File: src/rtl/core/mavf_pkg.sv
// ----------------------------------------------------------------------------
// mavf_pkg
// Shared widths, reset values and controller/datapath handshake types
// for the moving average filter.
// ----------------------------------------------------------------------------
package mavf_pkg;

   localparam int SAMPLE_W     = 12;
   localparam int COUNT_W      = 5;
   localparam int CFG_W        = 5;
   localparam int STEP_W       = $clog2(SAMPLE_W);
   localparam int RESET_WINDOW = 5;

   typedef logic [SAMPLE_W-1:0] sample_type;
   typedef logic [COUNT_W-1:0]  count_type;
   typedef logic [CFG_W-1:0]    cfg_type;

   typedef struct packed {
      logic take_req;
      logic cfg_write;
      logic update;
      logic div_start;
      logic div_step;
      logic out_load;
   } cmd_type;

   typedef struct packed {
      logic div_last;
   } status_type;

endpackage

File: src/rtl/core/mavf_ifs.sv
// ----------------------------------------------------------------------------
// mavf channel interfaces
// Valid/ready channels for samples, results and the window size register.
// ----------------------------------------------------------------------------
interface mavf_req_if import mavf_pkg::*; ();
   logic       valid;
   logic       ready;
   sample_type sample;

   modport source (output valid, output sample, input ready);
   modport sink   (input valid, input sample, output ready);
endinterface

interface mavf_rsp_if import mavf_pkg::*; ();
   logic       valid;
   logic       ready;
   sample_type average;
   count_type  fill_count;

   modport source (output valid, output average, output fill_count, input ready);
   modport sink   (input valid, input average, input fill_count, output ready);
endinterface

interface mavf_csr_if import mavf_pkg::*; ();
   logic    valid;
   logic    ready;
   cfg_type window_size;

   modport source (output valid, output window_size, input ready);
   modport sink   (input valid, input window_size, output ready);
endinterface

File: src/rtl/core/mavf_ram.sv
// ----------------------------------------------------------------------------
// mavf_ram
// Generic single write port, single read port RAM with registered read.
// ----------------------------------------------------------------------------
module mavf_ram #(
   parameter int WIDTH = 12,
   parameter int DEPTH = 16
) (
   input  logic                     clock,
   input  logic                     wr_en,
   input  logic [$clog2(DEPTH)-1:0] wr_addr,
   input  logic [WIDTH-1:0]         wr_data,
   input  logic                     rd_en,
   input  logic [$clog2(DEPTH)-1:0] rd_addr,
   output logic [WIDTH-1:0]         rd_data
);

   logic [WIDTH-1:0] mem [DEPTH];
   logic [WIDTH-1:0] rd_data_ff;

   always_ff @(posedge clock) begin
      if (wr_en) begin
         mem[wr_addr] <= wr_data;
      end
      if (rd_en) begin
         rd_data_ff <= mem[rd_addr];
      end
   end

   assign rd_data = rd_data_ff;

endmodule

File: src/rtl/core/mavf_ctrl.sv
// ----------------------------------------------------------------------------
// mavf_ctrl
// Sequencer: sample transfer, window update, divider run and result load.
// ----------------------------------------------------------------------------
module mavf_ctrl import mavf_pkg::*; (
   input  logic       clock,
   input  logic       reset,
   input  logic       req_valid,
   output logic       req_ready,
   input  logic       csr_valid,
   output logic       csr_ready,
   output logic       rsp_valid,
   input  logic       rsp_ready,
   input  status_type status,
   output cmd_type    cmd
);

   localparam logic [2:0] S_IDLE   = 3'd0;
   localparam logic [2:0] S_UPDATE = 3'd1;
   localparam logic [2:0] S_START  = 3'd2;
   localparam logic [2:0] S_DIV    = 3'd3;
   localparam logic [2:0] S_OUT    = 3'd4;

   logic [2:0] state_ff, state_in;
   logic       rsp_valid_ff, rsp_valid_in;
   logic       slot_free;

   assign slot_free = !rsp_valid_ff || rsp_ready;
   assign csr_ready = (state_ff == S_IDLE);
   assign req_ready = (state_ff == S_IDLE) && !csr_valid;
   assign rsp_valid = rsp_valid_ff;

   always_comb begin
      state_in = state_ff;
      cmd      = '0;
      cmd.cfg_write = csr_valid && csr_ready;
      case (state_ff)
         S_IDLE: begin
            if (req_valid && req_ready) begin
               cmd.take_req = 1'b1;
               state_in     = S_UPDATE;
            end
         end
         S_UPDATE: begin
            cmd.update = 1'b1;
            state_in   = S_START;
         end
         S_START: begin
            cmd.div_start = 1'b1;
            state_in      = S_DIV;
         end
         S_DIV: begin
            cmd.div_step = 1'b1;
            if (status.div_last) begin
               state_in = S_OUT;
            end
         end
         S_OUT: begin
            if (slot_free) begin
               cmd.out_load = 1'b1;
               state_in     = S_IDLE;
            end
         end
         default: begin
            state_in = S_IDLE;
         end
      endcase
   end

   always_comb begin
      rsp_valid_in = rsp_valid_ff;
      if (cmd.out_load) begin
         rsp_valid_in = 1'b1;
      end else if (rsp_ready) begin
         rsp_valid_in = 1'b0;
      end
   end

   always_ff @(posedge clock) begin
      if (reset) begin
         state_ff     <= S_IDLE;
         rsp_valid_ff <= 1'b0;
      end else begin
         state_ff     <= state_in;
         rsp_valid_ff <= rsp_valid_in;
      end
   end

endmodule

File: src/rtl/core/mavf_dp.sv
// ----------------------------------------------------------------------------
// mavf_dp
// Sample ring, running sum, fill count, write position, serial divider
// and result register.
// ----------------------------------------------------------------------------
module mavf_dp import mavf_pkg::*; #(
   parameter int MAX_WINDOW = 16
) (
   input  logic       clock,
   input  logic       reset,
   input  cmd_type    cmd,
   output status_type status,
   input  sample_type req_sample,
   input  cfg_type    csr_window_size,
   output sample_type rsp_average,
   output count_type  rsp_fill_count
);

   localparam int EFF_MAX = (MAX_WINDOW < 31) ? MAX_WINDOW : 31;
   localparam int POS_W   = $clog2(MAX_WINDOW);
   localparam int SUM_W   = SAMPLE_W + $clog2(EFF_MAX);
   localparam int CMP_W   = (POS_W + 1 > COUNT_W) ? POS_W + 1 : COUNT_W;

   cfg_type           window_ff, window_in;
   count_type         active;
   logic              full;
   sample_type        sample_ff, sample_in;
   sample_type        ring_rd;
   logic [SUM_W-1:0]  sum_ff, sum_in;
   count_type         count_ff, count_in;
   logic [POS_W-1:0]  pos_ff, pos_in;
   logic [CMP_W-1:0]  pos_plus;
   logic [SUM_W-1:0]  num;
   count_type         rem_ff, rem_in;
   sample_type        quo_ff, quo_in;
   logic [COUNT_W:0]  trial;
   logic [STEP_W-1:0] step_ff, step_in;
   sample_type        avg_ff, avg_in;
   count_type         fill_ff, fill_in;

   // window size clamp: zero acts as one, above the ring depth acts as the depth
   always_comb begin
      if (window_ff == '0) begin
         active = count_type'(1);
      end else if (int'(window_ff) > EFF_MAX) begin
         active = count_type'(EFF_MAX);
      end else begin
         active = window_ff;
      end
   end

   assign full     = (count_ff >= active);
   assign pos_plus = CMP_W'(pos_ff) + CMP_W'(1);
   assign num      = sum_ff + SUM_W'(count_ff >> 1);
   assign trial    = {rem_ff, quo_ff[SAMPLE_W-1]};

   mavf_ram #(
      .WIDTH (SAMPLE_W),
      .DEPTH (MAX_WINDOW)
   ) u_ring (
      .clock   (clock),
      .wr_en   (cmd.update),
      .wr_addr (pos_ff),
      .wr_data (sample_ff),
      .rd_en   (cmd.take_req),
      .rd_addr (pos_ff),
      .rd_data (ring_rd)
   );

   always_comb begin
      window_in = window_ff;
      sample_in = sample_ff;
      sum_in    = sum_ff;
      count_in  = count_ff;
      pos_in    = pos_ff;
      rem_in    = rem_ff;
      quo_in    = quo_ff;
      step_in   = step_ff;
      avg_in    = avg_ff;
      fill_in   = fill_ff;

      if (cmd.cfg_write) begin
         window_in = csr_window_size;
         sum_in    = '0;
         count_in  = '0;
         pos_in    = '0;
      end

      if (cmd.take_req) begin
         sample_in = req_sample;
      end

      if (cmd.update) begin
         sum_in = sum_ff - (full ? SUM_W'(ring_rd) : '0) + SUM_W'(sample_ff);
         if (!full) begin
            count_in = count_ff + count_type'(1);
         end
         if (pos_plus >= CMP_W'(active)) begin
            pos_in = '0;
         end else begin
            pos_in = pos_plus[POS_W-1:0];
         end
      end

      // quotient fits in a sample, so the upper part seeds the remainder
      if (cmd.div_start) begin
         rem_in  = count_type'(num >> SAMPLE_W);
         quo_in  = num[SAMPLE_W-1:0];
         step_in = '0;
      end

      if (cmd.div_step) begin
         if (trial >= {1'b0, count_ff}) begin
            rem_in = count_type'(trial - {1'b0, count_ff});
            quo_in = {quo_ff[SAMPLE_W-2:0], 1'b1};
         end else begin
            rem_in = trial[COUNT_W-1:0];
            quo_in = {quo_ff[SAMPLE_W-2:0], 1'b0};
         end
         step_in = step_ff + STEP_W'(1);
      end

      if (cmd.out_load) begin
         avg_in  = quo_ff;
         fill_in = count_ff;
      end
   end

   always_ff @(posedge clock) begin
      if (reset) begin
         window_ff <= cfg_type'(RESET_WINDOW);
         sum_ff    <= '0;
         count_ff  <= '0;
         pos_ff    <= '0;
         step_ff   <= '0;
      end else begin
         window_ff <= window_in;
         sum_ff    <= sum_in;
         count_ff  <= count_in;
         pos_ff    <= pos_in;
         step_ff   <= step_in;
      end
   end

   always_ff @(posedge clock) begin
      sample_ff <= sample_in;
      rem_ff    <= rem_in;
      quo_ff    <= quo_in;
      avg_ff    <= avg_in;
      fill_ff   <= fill_in;
   end

   assign status.div_last = (step_ff == STEP_W'(SAMPLE_W - 1));
   assign rsp_average     = avg_ff;
   assign rsp_fill_count  = fill_ff;

endmodule

File: src/rtl/core/moving_average_filter_top.sv
// ----------------------------------------------------------------------------
// moving_average_filter_top
// Simple moving average over the most recent 12-bit converter samples.
//
// req_bus carries one sample per transfer; rsp_bus returns one result per
// sample: the mean of the samples held, rounded half up, and the fill count.
// csr_bus writes the window size (1..16 effective, zero acts as one); any
// write empties the window. Write it only while no sample is in flight.
// Each result follows its transfer in these steps: the ring is read at the
// transfer, then one sum update, one divider load, twelve steps of the
// restoring divider (one quotient bit per cycle) and one result load. The
// next sample is taken the cycle after the result is loaded and not
// before, so samples are handled one at a time.
// The result sits in an output register; a stalled receiver holds it and
// the block still takes and works the next sample, then waits for the slot.
// Reset sets the window size to five and empties the window; the ring
// itself needs no clearing since entries are only read after being written.
// ----------------------------------------------------------------------------
module moving_average_filter_top import mavf_pkg::*; #(
   parameter int MAX_WINDOW = 16
) (
   input logic         clock,
   input logic         reset,
   mavf_req_if.sink    req_bus,
   mavf_rsp_if.source  rsp_bus,
   mavf_csr_if.sink    csr_bus
);

   cmd_type    cmd;
   status_type status;
   logic       req_ready;
   logic       csr_ready;
   logic       rsp_valid;

   mavf_ctrl u_ctrl (
      .clock     (clock),
      .reset     (reset),
      .req_valid (req_bus.valid),
      .req_ready (req_ready),
      .csr_valid (csr_bus.valid),
      .csr_ready (csr_ready),
      .rsp_valid (rsp_valid),
      .rsp_ready (rsp_bus.ready),
      .status    (status),
      .cmd       (cmd)
   );

   mavf_dp #(
      .MAX_WINDOW (MAX_WINDOW)
   ) u_dp (
      .clock           (clock),
      .reset           (reset),
      .cmd             (cmd),
      .status          (status),
      .req_sample      (req_bus.sample),
      .csr_window_size (csr_bus.window_size),
      .rsp_average     (rsp_bus.average),
      .rsp_fill_count  (rsp_bus.fill_count)
   );

   assign req_bus.ready = req_ready;
   assign csr_bus.ready = csr_ready;
   assign rsp_bus.valid = rsp_valid;

   // one sample at a time
   assert property (@(posedge clock) disable iff (reset)
      (req_bus.valid && req_ready) |=> !req_ready)
      else $error("sample taken while previous one in progress");

   assert property (@(posedge clock) disable iff (reset)
      !((req_bus.valid && req_ready) && (csr_bus.valid && csr_ready)))
      else $error("sample and register transfer in the same cycle");

   assert property (@(posedge clock) disable iff (reset)
      rsp_valid |-> (rsp_bus.fill_count != '0))
      else $error("result with empty window");

endmodule
File: src/flat_wrapper.sv
// flat-port wrapper written by rule: the top's interface ports become plain ports
module moving_average_filter_top_flat import mavf_pkg::*;
#(
   parameter int MAX_WINDOW = 16
)
  (clock, reset, req_bus_valid, req_bus_sample, req_bus_ready, rsp_bus_valid, rsp_bus_average, rsp_bus_fill_count, rsp_bus_ready, csr_bus_valid, csr_bus_window_size, csr_bus_ready);
  mavf_req_if req_bus_i ();
  mavf_rsp_if rsp_bus_i ();
  mavf_csr_if csr_bus_i ();
  input logic clock;
  input logic reset;
  input wire logic [$bits(req_bus_i.valid)-1:0] req_bus_valid;
  input wire logic [$bits(req_bus_i.sample)-1:0] req_bus_sample;
  output wire logic [$bits(req_bus_i.ready)-1:0] req_bus_ready;
  output wire logic [$bits(rsp_bus_i.valid)-1:0] rsp_bus_valid;
  output wire logic [$bits(rsp_bus_i.average)-1:0] rsp_bus_average;
  output wire logic [$bits(rsp_bus_i.fill_count)-1:0] rsp_bus_fill_count;
  input wire logic [$bits(rsp_bus_i.ready)-1:0] rsp_bus_ready;
  input wire logic [$bits(csr_bus_i.valid)-1:0] csr_bus_valid;
  input wire logic [$bits(csr_bus_i.window_size)-1:0] csr_bus_window_size;
  output wire logic [$bits(csr_bus_i.ready)-1:0] csr_bus_ready;
  assign req_bus_i.valid = req_bus_valid;
  assign req_bus_i.sample = req_bus_sample;
  assign req_bus_ready = req_bus_i.ready;
  assign rsp_bus_valid = rsp_bus_i.valid;
  assign rsp_bus_average = rsp_bus_i.average;
  assign rsp_bus_fill_count = rsp_bus_i.fill_count;
  assign rsp_bus_i.ready = rsp_bus_ready;
  assign csr_bus_i.valid = csr_bus_valid;
  assign csr_bus_i.window_size = csr_bus_window_size;
  assign csr_bus_ready = csr_bus_i.ready;
  moving_average_filter_top #(.MAX_WINDOW(MAX_WINDOW)) u_core (.clock(clock), .reset(reset), .req_bus(req_bus_i), .rsp_bus(rsp_bus_i), .csr_bus(csr_bus_i));
endmodule
File: config.mk
export PLATFORM = sky130hd
export DESIGN_NAME = moving_average_filter_top_flat
export DESIGN_NICKNAME = d
export VERILOG_FILES = /design/src/rtl/core/mavf_pkg.sv /design/src/rtl/core/mavf_ifs.sv /design/src/rtl/core/mavf_ram.sv /design/src/rtl/core/mavf_ctrl.sv /design/src/rtl/core/mavf_dp.sv /design/src/rtl/core/moving_average_filter_top.sv /design/src/flat_wrapper.sv
export SDC_FILE = /design/constraint.sdc
export NUM_CORES = 1
export LEC_CHECK = 0
export BUFFER_PORTS_ARGS = -buffer_cell sky130_fd_sc_hd__clkbuf_2
export CORE_UTILIZATION = 55
export CTS_CLUSTER_SIZE = 12
export DETAILED_ROUTE_END_ITERATION = 7
export PLACE_DENSITY_LB_ADDON = 0.12
export SLEW_MARGIN = 20
export SYNTH_ARGS = -nofsm -noshare
export SYNTH_HDL_FRONTEND = slang
export SYNTH_SLANG_ARGS = --single-unit
File: constraint.sdc
create_clock -name clock -period 5.2 [get_ports clock]
set_clock_uncertainty 0.1 [all_clocks]
set_input_delay 0 -clock clock [delete_from_list [all_inputs] [get_ports clock]]
set_output_delay 0 -clock clock [all_outputs]
set_load 0.05 [all_outputs]
==> results.json, run 1 <==
{
  "fin_hold_ws_ns": 0.0298,
  "yosys_warnings": 0,
  "crit_chain": "nor3_1, nor2_1, nor2_1, ha_1, nand2b_1, a21o_1, a21oi_1, o21ai_1, and2_1, fa_1, inv_1, ha_1, nor2b_1, o21a_1, o21ai_0, o21ai_0, or3_1, a32o_1",
  "hold_path.class": "in -> reg",
  "mostFrequentLayoutCells": "250 x edfxtp_1, 75 x inv_1, 60 x mux4_2",
  "drc": 0,
  "async_flop_share_pct": 0,
  "worst-path-max-fanout": 12,
  "finalMaxSlewViolations": 0,
  "syn_avg_cell_area_um2": 14.8,
  "crit_path_top_delay_cell": "fa_1",
  "clk_latency_ns": 0.57,
  "first_global_vias": 7880,
  "period_minus_slack_ns": 4.65,
  "slowest_delay_ns": 0.47,
  "start_util_pct": 56.7,
  "synthFlopType": "edfxtp_1",
  "final_common_cell": "edfxtp_1",
  "nFillCells": 1614,
  "setup_viol": 0,
  "grt_usage_pct": 24.1,
  "cts_root_buffer": "clkbuf_16",
  "design.die.area_um2": 24200,
  "r2r_start": "u_core.u_dp.window_ff[1]",
  "final_net_count": 1037,
  "fmax_mhz": 215,
  "ant_nets": 0,
  "seq_area_frac_synth_pct": 63.6,
  "worstSetupPathType": "reg -> reg",
  "ir_drop_uv": 312,
  "area_growth_pct": 13.3,
  "syn_inst": 875,
  "final.period_utilization_pct": 89.5,
  "grt_pass1_wl_mm": 43.8,
  "diodes": 0,
  "path_clk_slew_ns": 0.06,
  "maxCapViolCount": 0,
  "antenna_found_initial": 0,
  "r2r_slack_ns": 0.55,
  "setup.worst_path.start_class": "register",
  "gp_congestion": 0.850,
  "min_from": "req_bus_sample[6]",
  "viasPerCell": 5.81,
  "cts_tree": "built",
  "ys_ff_latch": 288,
  "drt_wl_total_mm": 27.4,
  "utilization_pct": 64.2,
  "grt_max_degree": 33,
  "worst_pin_slew_ns": 1.07,
  "cts_resized": 0,
  "p_leak_uw": 0.00522,
  "r2r_end": "u_core.u_dp.sum_ff[12]",
  "cts_buffer_depth": 3,
  "port_buffers": 41,
  "numCtsBuffers": 30,
  "die_w_um": 156,
  "drive_gt1_share_pct": 16.3,
  "htree_levels": 1,
  "hold_end": "u_core.u_dp.sample_ff[6]",
  "synth_edf_count": 250,
  "rsz0062_at_grt": "no",
  "io_pins": 42,
  "status": "completed",
  "wl_per_cell_um": 21.3,
  "critPathTopFamily": "compound AO/OA/AOI/OAI gates",
  "crit_buf_inv": 1,
  "crit_required_ns": 5.53,
  "tns_ns": 0,
  "fp.dieH_um": 156,
  "via_count": 7483,
  "relSlewSlack_pct": 28.5,
  "hpwl_mm": 17.4,
  "firstDrtPassIters": 7,
  "syn-cell-area_um2": 13000,
  "hold_violations": 0,
  "p_per_area_nw_per_um2": 371,
  "clock_sinks": 288,
  "grt-ovfl-total": 0,
  "worstHoldPathCells": 2,
  "core_region_area_um2": 22900,
  "row_count": 55,
  "drt_iter0_markers": 544,
  "arrival_ns": 4.99,
  "endpoint_kind": "register",
  "power_uw": 5460,
  "synth_nets": 954,
  "reg2reg_depth": 18,
  "post_cts_buffers": 0,
  "synth_cell_type_count": 62,
  "hold_buffers": 34
}
## layout make-up
class                           instances  area (um^2)  share of cell area, %
Clock inverter                          6         52.6                  0.357
Multi-Input combinational cell        478         4300                   29.2
Clock buffer                           42          816                   5.54
Inverter                               79          299                   2.03
Timing Repair Buffer                   81          591                   4.01
Sequential cell                       288         8270                   56.2
Tap cell                              313          392                   2.66
## synthesized netlist by cell type, drive strengths merged (4+ instances only)
| cell type | instances | share of area [%] |
|---|---|---|
| nor2 | 49 | 1.4 |
| a22oi | 6 | 0.35 |
| o2111ai | 7 | 0.47 |
| nor4 | 6 | 0.29 |
| edfxtp | 250 | 58 |
| or3 | 9 | 0.43 |
| a32o | 5 | 0.39 |
| clkbuf | 14 | 0.40 |
| and2 | 32 | 1.5 |
| ha | 43 | 4.1 |
| buf | 16 | 0.66 |
| xnor2 | 18 | 1.2 |
| xor2 | 4 | 0.27 |
| o21a | 5 | 0.29 |
| o21ai | 29 | 1.1 |
| a21o | 11 | 0.64 |
| mux4 | 60 | 10 |
| mux2i | 5 | 0.39 |
| inv | 78 | 2.3 |
| fa | 14 | 2.2 |
| nand2b | 7 | 0.34 |
| nand3 | 20 | 0.77 |
| nor3 | 19 | 0.82 |
| a21oi | 40 | 1.5 |
| dfxtp | 38 | 5.9 |
| and3 | 9 | 0.45 |
| nand4 | 4 | 0.19 |
| nand2 | 43 | 1.3 |
| nor2b | 4 | 0.19 |
## power breakdown
group	leakage (uW)	switching (uW)	internal (uW)	total (uW)
sequential	0.00258	86.2	2590	2680
combinational	0.00222	488	369	857
clock	0.000422	841	1080	1920
## worst max path at each step
stage / from / to / slack, ns / depth (start not counted)
6_report: u_core.u_dp.window_ff[1] / u_core.u_dp.sum_ff[12] / 0.55 / 18
5_1_grt: u_core.u_dp.window_ff[1] / u_core.u_dp.sum_ff[12] / 0.15 / 18
4_1_cts: u_core.u_dp.window_ff[1] / u_core.u_dp.sum_ff[12] / 0.33 / 18
3_5_place_dp: u_core.u_dp.window_ff[1] / u_core.u_dp.sum_ff[12] / 0.35 / 18
3_3_place_gp: u_core.u_dp.window_ff[1] / u_core.u_dp.sum_ff[12] / 0.51 / 18
2_1_floorplan: u_core.u_dp.window_ff[1] / u_core.u_dp.sum_ff[12] / 1.00 / 19
## cell families after synthesis
| group | after synthesis | share of synthesized area [%] |
|---|---|---|
| flops | 288 | 63.6 |
| fa+ha+maj | 57 | 6.30 |
| compound gates | 120 | 5.86 |
| mux | 67 | 11.0 |
| simple gates | 212 | 8.38 |
| xor+xnor | 22 | 1.48 |
| buf+inv | 109 | 3.37 |
## state kept, by name, indices dropped and copies added (netlist names)
name	cells
u_core.u_dp.rsp_average	12
u_core.u_dp.rsp_fill_count	5
u_core.u_dp.sum_ff	16
u_core.u_dp.pos_ff	4
u_core.u_dp.step_ff	4
u_core.u_dp.count_ff	5
u_core.u_dp.sample_ff	12
u_core.u_dp.rem_ff	5
u_core.u_dp.u_ring.rd_data	12
u_core.u_dp.window_ff	5
u_core.u_dp.quo_ff	12
u_core.u_ctrl.rsp_valid	1
u_core.u_ctrl.state_ff	3
u_core.u_dp.u_ring.mem	192
## worst reg2reg max path: stages, from the launching register on
cell	delay, ns
dfxtp_1	0.33
nor3_1	0.21
nor2_1	0.06
nor2_1	0.16
ha_1	0.26
nand2b_1	0.14
a21o_1	0.18
a21oi_1	0.30
o21ai_1	0.31
and2_1	0.27
fa_1	0.47
inv_1	0.04
ha_1	0.35
nor2b_1	0.16
o21a_1	0.19
o21ai_0	0.21
o21ai_0	0.18
or3_1	0.37
a32o_1	0.25
## routing by layer
layer  vias up  global-route usage, %  share of wire, %
met3        65                   3.53               3.6
met4         0                   8.50               3.3
met5         -                      0                 0
met1      3769                   31.1                42
met2       196                   41.8                51
li1       3453                      -                 -
## through the flow
stage                     instances  setup slack [ns]  cell area (um^2)
final                          1287             0.545             14700
after global routing           1287             0.152             14700
after CTS                      1287             0.333             14700
after detailed placement       1205             0.354             13500
after global placement         1205             0.511             13500
after floorplan                 875              1.00             13000
No activity file was read; power rests on OpenSTA's default activity.
==> run 2, diff against run 1 <==
--- a/config.mk
+++ b/config.mk
@@ -6,6 +6,7 @@
 export NUM_CORES = 1
 export LEC_CHECK = 0
 export BUFFER_PORTS_ARGS = -buffer_cell sky130_fd_sc_hd__clkbuf_2
+export CORE_MARGIN = 2
 export CORE_UTILIZATION = 55
 export CTS_CLUSTER_SIZE = 12
 export DETAILED_ROUTE_END_ITERATION = 7
==> run 2 against run 1 <==
  * Via count did not move
  * Cell area rose by 0.76%
  * Sequential power barely moved
  * Sequential share of layout area fell by 0.43 points
  * First-iteration DRC count fell by 3.3%
  * Largest power group unchanged
  * Clock power rose by 9%
  * Cell count rose by 1.2%
  * Power rose by 3.0%
==> results.json, run 2 (synthesis gave the netlist of run 1 again) <==
{
  "finalInstanceArea_um2": 14800,
  "firstDrtPassIters": 5,
  "drt_iter0_markers": 526,
  "path_clk_slew_ns": 0.06,
  "largest_reg_flops": 192,
  "grt_max_degree": 37,
  "hpwl_mm": 17.4,
  "topRoutingLayerUsed": "met4",
  "largest-register": "u_core.u_dp.u_ring.mem",
  "slowest_delay_ns": 0.47,
  "cts_buffer_depth": 3,
  "maxCapViolCount": 0,
  "drive_gt1_share_pct": 16.6,
  "viasPerCell": 5.75,
  "p_per_area_nw_per_um2": 379,
  "drt_wl_total_mm": 27.5,
  "first_global_vias": 7718,
  "ir_drop_uv": 318,
  "gp_congestion": 0.875,
  "wl_met1_mm": 11.9,
  "io_pins": 42,
  "crit_chain": "nor3_1, nor2_1, nor2_1, ha_1, nand2b_1, a21o_1, a21oi_1, o21ai_0, buf_4, and2_1, fa_1, inv_1, ha_1, nor2b_1, o21a_1, o21ai_0, o21ai_0, or3_1, a32o_1",
  "fmax_mhz": 218,
  "antenna_found_initial": 0,
  "tns_ns": 0,
  "via_count": 7483,
  "dp.cells": 1212,
  "worstHoldPathCells": 2,
  "critical_path.most_common_cell": "o21ai_0",
  "final_common_cell": "edfxtp_1",
  "utilization_pct": 63.6,
  "fp.dieH_um": 158,
  "ant_nets": 0,
  "wl_met3_mm": 1.31,
  "top_regs": "u_core.u_dp.u_ring.mem x192, u_core.u_dp.sum_ff x16",
  "numCtsBuffers": 30,
  "crit_buf_inv": 2,
  "hold_end": "u_core.u_dp.sample_ff[1]",
  "status": "completed",
  "diodes": 0,
  "cts_tree": "built",
  "dp_slack_ns": 0.641,
  "die_w_um": 158,
  "endpoint_kind": "register",
  "hold_violations": 0,
  "grt_pass1_wl_mm": 43.1,
  "rsz0062_at_grt": "no",
  "arrival_ns": 4.92,
  "clk_latency_ns": 0.55,
  "mostFrequentLayoutCells": "250 x edfxtp_1, 75 x inv_1, 60 x mux4_2",
  "cts_resized": 0,
  "critPathTopFamily": "compound AO/OA/AOI/OAI gates",
  "crit_required_ns": 5.54,
  "cts_root_buffer": "clkbuf_16",
  "relSlewSlack_pct": 29.4,
  "r2r_slack_ns": 0.61,
  "stdcell_count": 1302,
  "final.period_utilization_pct": 88.2,
  "finalMaxSlewViolations": 0,
  "htree_levels": 1,
  "postPlaceCellArea_um2": 13500,
  "row_count": 56,
  "r2r_end": "u_core.u_dp.sum_ff[12]",
  "worstSetupPathType": "reg -> reg",
  "crit_path_top_delay_cell": "fa_1",
  "min_from": "req_bus_sample[1]",
  "path_depth": 19,
  "wl_met2_mm": 13.8,
  "setup.worst_path.start_class": "register",
  "layout_setup_ws_ns": 0.612,
  "core_region_area_um2": 23300,
  "worst_pin_slew_ns": 1.06,
  "port_buffers": 41,
  "drc": 0,
  "reg2reg_depth": 19,
  "setup_viol": 0,
  "design.die.area_um2": 24900,
  "p_leak_uw": 0.00527,
  "final_net_count": 1038,
  "hold_path.class": "in -> reg",
  "grt-ovfl-total": 0,
  "r2r_start": "u_core.u_dp.window_ff[2]",
  "area_growth_pct": 14.2,
  "start_util_pct": 55.7,
  "worst-path-max-fanout": 12,
  "clock_sinks": 288,
  "grt_usage_pct": 23.1,
  "period_minus_slack_ns": 4.59,
  "wl_per_cell_um": 21.1
}
run 2: how the worst max path moves through the flow:
stage                             startpoint                      to  slack (ns)
floorplan           u_core.u_dp.window_ff[1]  u_core.u_dp.sum_ff[12]        1.00
global placement    u_core.u_dp.window_ff[1]  u_core.u_dp.sum_ff[12]        0.79
detailed placement  u_core.u_dp.window_ff[1]  u_core.u_dp.sum_ff[12]        0.64
CTS                 u_core.u_dp.window_ff[1]  u_core.u_dp.sum_ff[12]        0.62
global route        u_core.u_dp.window_ff[2]  u_core.u_dp.sum_ff[12]        0.38
finish              u_core.u_dp.window_ff[2]  u_core.u_dp.sum_ff[12]        0.61
run 2: per-stage QoR:
step           hold WS [ns]  total power (uW)
2_1_floorplan      -0.00113              3350
3_3_place_gp         0.0765              3530
3_5_place_dp         0.0786              3550
4_1_cts              0.0408              5660
5_1_grt              0.0576              5880
6_report             0.0655              5620
run 2: final cells by class:
cell class	instances	area, um^2
inverters	79	299
well taps	319	399
repair buffers	82	598
clock buffers	48	880
flip-flops and latches	288	8270
multi-input cells	478	4300
clock inverters	8	88.8
fillers	1720	8500
run 2: routing by layer:
layer,vias up,track usage (%)
met1,3776,31.4
met3,43,3.56
met4,0,6.32
li1,3469,-
met5,-,0
met2,195,39.4
run 2: power by group:
group	internal (uW)	switching [uW]
registers	2590	83.9
clock network	1250	847
logic	369	481
total	4210	1410
run 2: repair_timing:
action,4_1_cts,5_1_grt
buffers inserted,0,0
hold buffers,34,0
endpoints found under the hold margin,34,0
